[src/design/ktir_pkg.sv]
// shared constants, types and command codes for the table interpolation resampler
package ktir_pkg;

   // table geometry
   localparam int MAX_ENTRIES     = 16;
   localparam int ENT_W           = $clog2(MAX_ENTRIES);
   localparam int CNT_W           = $clog2(MAX_ENTRIES + 1);
   localparam int MAX_SRC_SAMPLES = 256;
   localparam int SRC_W           = $clog2(MAX_SRC_SAMPLES);
   localparam int STORE_DEPTH     = MAX_ENTRIES * MAX_SRC_SAMPLES;
   localparam int STORE_AW        = ENT_W + SRC_W;
   localparam int MAX_OUT_SAMPLES = 64;
   localparam int OUT_W           = $clog2(MAX_OUT_SAMPLES);

   // fixed point and fill tracking
   localparam int FRAC_BITS = 30;
   localparam int FILL_W    = 9;
   localparam logic [FILL_W-1:0] FILL_CLOSED = 9'd511;
   localparam logic [31:0] FAST_STEP_RESET = 32'd167772;

   // divider operand widths
   localparam int DVD_W = 64;
   localparam int DVS_W = 32;
   localparam int DCNT_W = $clog2(DVD_W);

   // front to back queue
   localparam int Q_DEPTH = 4;
   localparam int Q_AW    = $clog2(Q_DEPTH);

   // status codes
   localparam logic [1:0] STATUS_OK    = 2'd0;
   localparam logic [1:0] STATUS_EMPTY = 2'd1;
   localparam logic [1:0] STATUS_SAT   = 2'd2;

   typedef enum logic [1:0] {
      OP_CLEAR  = 2'd0,
      OP_HEADER = 2'd1,
      OP_APPEND = 2'd2,
      OP_QUERY  = 2'd3
   } op_type;

   typedef struct packed {
      op_type      op;
      logic [15:0] key;
      logic [31:0] step;
      logic [7:0]  lags;
      logic [31:0] sample;
   } cmd_type;

   typedef struct packed {
      logic [DVD_W-1:0] quot;
      logic [DVS_W-1:0] rem;
      logic             done;
   } div_res_type;

endpackage

[src/design/ktir_front.sv]
// front end: accepts items, classifies them and queues them for the back end
module ktir_front (
   input  logic                 clock,
   input  logic                 reset,
   input  logic                 req_valid,
   output logic                 req_ready,
   input  logic [1:0]           req_op,
   input  logic [15:0]          req_fn_value,
   input  logic [31:0]          req_entry_step,
   input  logic [7:0]           req_entry_lags,
   input  logic signed [31:0]   req_sample_in,
   output ktir_pkg::cmd_type    q_cmd,
   output logic                 q_valid,
   input  logic                 q_pop
);
   import ktir_pkg::*;

   cmd_type         queue_ff [Q_DEPTH];
   cmd_type         cmd_in;
   logic [Q_AW-1:0] wr_ptr_ff, wr_ptr_in, rd_ptr_ff, rd_ptr_in;
   logic [Q_AW:0]   count_ff, count_in;
   logic            push;

   // classify the item into a command, keep the key and only the other fields its op uses
   always_comb begin
      cmd_in        = '0;
      cmd_in.op     = op_type'(req_op);
      cmd_in.key    = req_fn_value;
      if (op_type'(req_op) == OP_HEADER) begin
         cmd_in.step = req_entry_step;
         cmd_in.lags = req_entry_lags;
      end
      if (op_type'(req_op) == OP_APPEND) begin
         cmd_in.sample = req_sample_in;
      end
   end

   assign req_ready = (count_ff != (Q_AW+1)'(Q_DEPTH));
   assign push      = req_valid && req_ready;
   assign q_valid   = (count_ff != '0);
   assign q_cmd     = queue_ff[rd_ptr_ff];

   // queue pointers
   always_comb begin
      wr_ptr_in = push ? wr_ptr_ff + Q_AW'(1) : wr_ptr_ff;
      rd_ptr_in = q_pop ? rd_ptr_ff + Q_AW'(1) : rd_ptr_ff;
      count_in  = count_ff + (Q_AW+1)'(push) - (Q_AW+1)'(q_pop);
   end

   always_ff @(posedge clock) begin
      if (reset) begin
         wr_ptr_ff <= '0;
         rd_ptr_ff <= '0;
         count_ff  <= '0;
      end else begin
         wr_ptr_ff <= wr_ptr_in;
         rd_ptr_ff <= rd_ptr_in;
         count_ff  <= count_in;
      end
   end

   // queue storage
   always_ff @(posedge clock) begin
      if (push) begin
         queue_ff[wr_ptr_ff] <= cmd_in;
      end
   end

endmodule

[config.mk]
export PLATFORM = sky130hd
export DESIGN_NAME = ktir_front
export DESIGN_NICKNAME = d
export VERILOG_FILES = /design/src/design/ktir_pkg.sv /design/src/design/ktir_front.sv
export SDC_FILE = /design/constraint.sdc
export NUM_CORES = 1
export LEC_CHECK = 0
export ABC_AREA = 1
export BUFFER_PORTS_ARGS = -buffer_cell sky130_fd_sc_hd__buf_2
export CAP_MARGIN = 10
export CORE_ASPECT_RATIO = 1.1
export CORE_MARGIN = 10
export CORE_UTILIZATION = 52
export CTS_CLUSTER_SIZE = 28
export DETAILED_ROUTE_END_ITERATION = 8
export PLACE_DENSITY = 0.76
export SYNTH_ARGS = -nofsm -noshare
export SYNTH_HDL_FRONTEND = slang
export SYNTH_SLANG_ARGS = --single-unit
[constraint.sdc]
create_clock -name clock -period 4.9 [get_ports clock]
set_input_delay 0.245 -clock clock [delete_from_list [all_inputs] [get_ports clock]]
set_output_delay 0.245 -clock clock [all_outputs]
set_load 0.02 [all_outputs]
==> impl_metrics.py, run 1 <==
metrics = {
    "drt": {
        "wirelength_um": 30800,
        "viasPerCell": 5.46,
        "drt_iter0_drc": 788,
        "first_pass_iters": 5,
        "ant_nets": 0,
        "wl_per_cell_um": 18.6,
        "drc": 0,
        "via_count": 9025,
    },
    "sta": {
        "relSlewSlack_pct": 29.9,
        "skew_ns": 0.0156,
        "rsz0062_at_grt": "no",
        "layout_setup_ws_ns": 1.53,
        "fmax_ghz": 0.297,
        "slew_violations": 0,
        "layout_min_cycle_time_ns": 3.37,
        "worst_pin_slew_ns": 1.05,
        "whs_ns": 0.0777,
        "hold_violations": 0,
        "timing.final.crit_share_pct": 68.7,
        "finalSetupViolCount": 0,
    },
    "cells_and_area": {
        "multiInputGateArea_um2": 2670,
        "synthToLayoutAreaGrowth_pct": 17.8,
        "nFillCells": 1994,
        "diodes": 0,
        "nets": 1373,
        "regArea_um2": 11000,
        "drive_above_1_share_pct": 19.9,
    },
    "setup_path": {
        "critPathSlowestCell": "dfxtp_4",
        "startpoint_type": "register",
        "crit_path_max_incr_delay_ns": 0.95,
        "cp.arrival_ns": 3.12,
        "crit_type": "register to output port",
        "path_max_fanout": 92,
        "rr_worst_depth": 5,
        "path_cells": "buf_4 > o21ai_0 > o22ai_1 > buf_2",
        "critPathRequiredTime_ns": 4.66,
        "r2r_end": "queue_ff[0][77]",
        "crit_path_end_kind": "output port",
        "reg2reg_slack_ns": 2.28,
        "worstReg2RegStart": "count_ff[1]",
    },
    "yosys": {
        "synth_top_area_share_pct": 75.5,
        "yosys.area.top_type": "edfxtp_1",
        "ys_top_cells_by_area": "edfxtp_1, nor2_1, o21ai_0, o22ai_1, inv_1",
        "yosys-top-cells-count": "edfxtp_1, nor2_1, o21ai_0, o22ai_1, inv_1",
        "syn_nets": 1184,
        "yosys_warnings": 0,
        "synth.most_common_cell": "edfxtp_1",
        "synth_edf_count": 360,
        "synth-main-ff-cell": "edfxtp_1",
        "synthCells": 1083,
        "synth_cell_types": 20,
        "synth-seq-cells": 369,
        "syn_area_um2": 14300,
        "yosysSeqAreaShare_pct": 76.8,
        "async_flop_share_pct": 0,
        "synth.avg_cell_area_um2": 13.2,
    },
    "floorplan": {
        "num_rows": 63,
        "num_io_pins": 186,
        "start_util_pct": 52.9,
        "core_area_um2": 27000,
        "fp.dieW_um": 178,
        "die_h_um": 194,
        "dieArea_um2": 34600,
    },
    "global_route": {
        "track_usage_pct": 17.5,
        "grt_pass1_vias": 9401,
        "antenna_found_initial": 1,
        "grt_max_degree": 136,
        "grt_pass1_wl_um": 48200,
        "grt-ovfl-total": 0,
    },
    "pwr": {
        "p_per_area_nw_per_um2": 467,
        "peakVddDrop_mv": 0.378,
        "leakage_uw": 0.00630,
    },
    "worst_hold_path": {
        "min_from": "req_valid",
        "holdPathEnd": "wr_ptr_ff[0]",
        "min_path_type": "input pin to register",
        "holdPathStages": 3,
    },
    "placed_design": {
        "post-place-ws_ns": 2.09,
        "portBuffers": 185,
        "hpwl_um": 17100,
        "gp_congestion": 0.741,
    },
    "clock_tree": {
        "cts_tree": "built",
        "ctsLongestPathBuffers": 3,
        "cts.sinks": 369,
        "clk_pin_slew_ns": 0.06,
        "htreeDepth": 2,
        "cts_made_buffers": 37,
        "cts_root_buf": "clkbuf_16",
        "clkLatencyLatePin_ns": 0.51,
    },
    "run_status": {
        "status": "finished clean",
    },
    "flow_run": {
        "cap_violations": 0,
    },
}
[worst max-delay path, delay by kind of cell, from the launching register on]
family / cells / cell delay, ns
compound gates: 2 / 0.53
flops: 1 / 0.95
buf+inv: 2 / 1.03
[layer usage]
metal	GRT usage (%)	wire, um	vias to the layer above
li1	-	-	4253
met1	20.4	11900	4407
met2	30.6	16100	305
met3	4.23	2170	58
met4	5.95	697	2
met5	0	12	-
[state kept, by name, summed over array words and instances, names as in the netlist, named ones only]
| name | count |
|---|---|
| count_ff | 3 |
| queue_ff | 360 |
| rd_ptr_ff | 2 |
| wr_ptr_ff | 2 |
[final cells by class]
type                            count  area share [%]
Sequential cell                   369            65.2
Multi-Input combinational cell    561            15.9
Timing Repair Buffer              216            7.30
Clock buffer                       44            5.77
Tap cell                          357            2.65
Inverter                           87            1.97
Clock inverter                     19            1.22
[power breakdown]
| group | switching [uW] | total [uW] | leakage [uW] | internal, uW |
|---|---|---|---|---|
| clock | 1090 | 2720 | 0.000576 | 1630 |
| combinational | 842 | 1180 | 0.00229 | 335 |
| sequential | 98.5 | 3970 | 0.00343 | 3870 |
[per-stage QoR]
step	total power [uW]	std cells	util, %	TNS [ns]	instance area [um^2]
floorplan	4790	1083	-	-89.25	14300
global placement	5180	1571	57.3	0	15500
detailed placement	5220	1571	57.3	0	15500
CTS	7920	1653	62.3	0	16900
global route	8180	1653	62.3	0	16900
finish	7870	1653	62.3	0	16900
[cells by family after synthesis]
logic type               count (synthesis)  synth area share, %
AND/OR/NAND/NOR                        278                 7.37
buffers and inverters                  153                 4.75
adder cells (fa/ha/maj)                  7                0.664
flip-flops                             369                 76.8
AO/OA/AOI/OAI                          276                 10.4
[worst max path at each step]
stage	start	slack (ns)	end
floorplan	count_ff[1]	-0.25	queue_ff[0][0]
global placement	register	2.17	q_cmd[69]
detailed placement	register	2.09	q_cmd[88]
CTS	register	1.54	q_cmd[88]
global route	register	1.34	q_cmd[41]
finish	register	1.53	q_cmd[88]
[layout by cell type, fill, tap and decap left out, types with 2 or more instances in the layout]
| cell | count |
|---|---|
| clkbuf_16 | 37 |
| a21oi_1 | 4 |
| dlygate4sd3_1 | 19 |
| o21ai_1 | 10 |
| nor2_1 | 260 |
| edfxtp_1 | 360 |
| or2_2 | 3 |
| buf_12 | 2 |
| nor2_4 | 4 |
| o22ai_1 | 90 |
| ha_1 | 6 |
| buf_2 | 185 |
| clkbuf_1 | 5 |
| inv_1 | 85 |
| bufinv_16 | 4 |
| clkinv_1 | 8 |
| clkbuf_8 | 2 |
| dfxtp_1 | 7 |
| nand3_1 | 3 |
| clkinv_4 | 2 |
| clkinv_2 | 2 |
| buf_4 | 10 |
| o21ai_0 | 172 |
| nand2_1 | 8 |
| inv_6 | 3 |
[repair_timing]
action | 4_1_cts | 5_1_grt
gates resized for setup | 0 | 0
buffers inserted | 0 | 0
endpoints found under the setup margin | 0 | 0
hold endpoints to repair | 74 | 0
hold buffers | 19 | 0
(Power assumes the default switching activity.)
==> run 2, diff against run 1 <==
Settings changed: CORE_UTILIZATION 52 to 57, PLACE_DENSITY 0.76 to 0.79.
Clock period 4.9 ns to 3.25 ns, I/O delays scaled along.
==> impl_metrics.py, run 2 (synthesis gave the netlist of run 1 again) <==
metrics = {
    "run_status": {
        "status": "finished clean",
    },
    "cells_and_area": {
        "stdcell_area_um2": 16800,
        "top_register": "queue_ff",
        "reg.largest.list": "queue_ff x360, count_ff x3",
        "layout_commonest_cell": "edfxtp_1",
        "synthToLayoutAreaGrowth_pct": 17.7,
        "nets": 1379,
        "largest_reg_flops": 360,
        "most-common-layout-cells": "edfxtp_1, nor2_1, buf_2",
        "drive_above_1_share_pct": 19.9,
        "instances_no_fill": 1614,
        "diodes": 0,
    },
    "placed_design": {
        "dpl_cell_area_um2": 15500,
        "post-place-ws_ns": 1.07,
        "hpwl_um": 17500,
        "portBuffers": 185,
        "placed_cells": 1528,
        "gp_congestion": 0.741,
    },
    "drt": {
        "drt_iter0_drc": 801,
        "viasPerCell": 5.64,
        "first_pass_iters": 5,
        "wirelength_um": 31300,
        "drc": 0,
        "via_count": 9098,
        "wl_per_cell_um": 19.4,
        "ant_nets": 0,
    },
    "sta": {
        "setup_tns_ns": 0,
        "fmax_ghz": 0.398,
        "hold_violations": 0,
        "layout_min_cycle_time_ns": 2.51,
        "worst_pin_slew_ns": 0.968,
        "skew_ns": 0.00845,
        "timing.final.crit_share_pct": 77.2,
        "layout_setup_ws_ns": 0.740,
        "relSlewSlack_pct": 35.4,
        "rsz0062_at_grt": "no",
        "slew_violations": 0,
        "finalSetupViolCount": 0,
    },
    "clock_tree": {
        "clkLatencyLatePin_ns": 0.50,
        "cts_root_buf": "clkbuf_16",
        "ctsLongestPathBuffers": 3,
        "htreeDepth": 2,
        "post_cts_buffers": 0,
        "cts_tree": "built",
        "cts.sinks": 369,
        "clk_pin_slew_ns": 0.06,
        "cts_made_buffers": 37,
    },
    "setup_path": {
        "critPathRequiredTime_ns": 3.09,
        "startpoint_type": "register",
        "path_max_fanout": 42,
        "crit_type": "register to output port",
        "cp.arrival_ns": 2.35,
        "crit_path_end_kind": "output port",
    },
    "global_route": {
        "track_usage_pct": 19.4,
        "grt_pass1_wl_um": 48700,
        "grt-ovfl-total": 0,
        "antenna_found_initial": 0,
        "grt_pass1_vias": 9362,
        "grt_max_degree": 181,
    },
    "floorplan": {
        "fp.dieW_um": 171,
        "dieArea_um2": 31900,
        "start_util_pct": 58.1,
        "core_area_um2": 24600,
        "die_h_um": 186,
        "num_io_pins": 186,
        "num_rows": 60,
    },
    "pwr": {
        "power_uw": 11800,
        "p_per_area_nw_per_um2": 699,
        "leakage_uw": 0.00632,
        "peakVddDrop_mv": 0.546,
    },
    "worst_hold_path": {
        "min_path_type": "input pin to register",
    },
    "flow_run": {
        "cap_violations": 0,
    },
}
==> run 2: cell types whose count changed in the layout (fill, tap and decap cells not counted), sizes merged <==
cell and change:
buf +4, bufinv -2, clkbuf +10, clkinv -4
dlygate4sd3 +2, inv -2
==> run 2: what timing repair did <==
item                       4_1_cts  5_1_grt
hold endpoints to repair        78        0
hold buffers                    21        0
setup endpoints to repair        0        0
gates resized for setup          0        0
==> run 2: path summary, 6_finish.rpt <==
kind / from / end / slack (ns) / cells past startpoint
worst max-delay path: register / q_cmd[60] / 0.74 / 5
worst min-delay path: req_sample_in[25] / queue_ff[2][25] / 0.02 / 3
worst max register to register: count_ff[1] / count_ff[2] / 1.05 / 10
worst min register to register: rd_ptr_ff[1] / register / 0.49 / 1
==> run 2: layer usage <==
metal	track usage [%]	up-vias	share of wire (%)
li1	-	4266	-
met1	23.3	4456	40
met2	34.5	317	52
met3	2.99	59	5.8
met4	7.48	0	2.4
met5	0	-	0
==> run 2: through the flow <==
step	util [%]	hold WS [ns]
6_report	68.4	0.0218
2_1_floorplan	-	0.229
3_3_place_gp	62.9	0.352
4_1_cts	68.4	0.00590
5_1_grt	68.4	0.0200
3_5_place_dp	62.9	0.356
==> run 2: cell type report <==
class	count	area, um^2
clock buffer	54	1040
clock inverter	11	104
fill	1700	7780
inverter	87	332
multi-input combinational	561	2670
sequential	369	11000
tap	310	388
timing repair buffer	222	1310
==> run 2: critical path, stage by stage (launching register included) <==
cell	delay [ns]
dfxtp_2	0.45
inv_2	0.46
buf_12	0.29
o21ai_0	0.13
o22ai_1	0.26
buf_2	0.23
==> run 2: where the power goes <==
part           leakage [uW]  total [uW]  internal, uW  switching, uW
Sequential          0.00343        5970          5840            135
Clock              0.000559        4000          2380           1620
Combinational       0.00233        1800           508           1290
Total               0.00632       11800          8730           3050
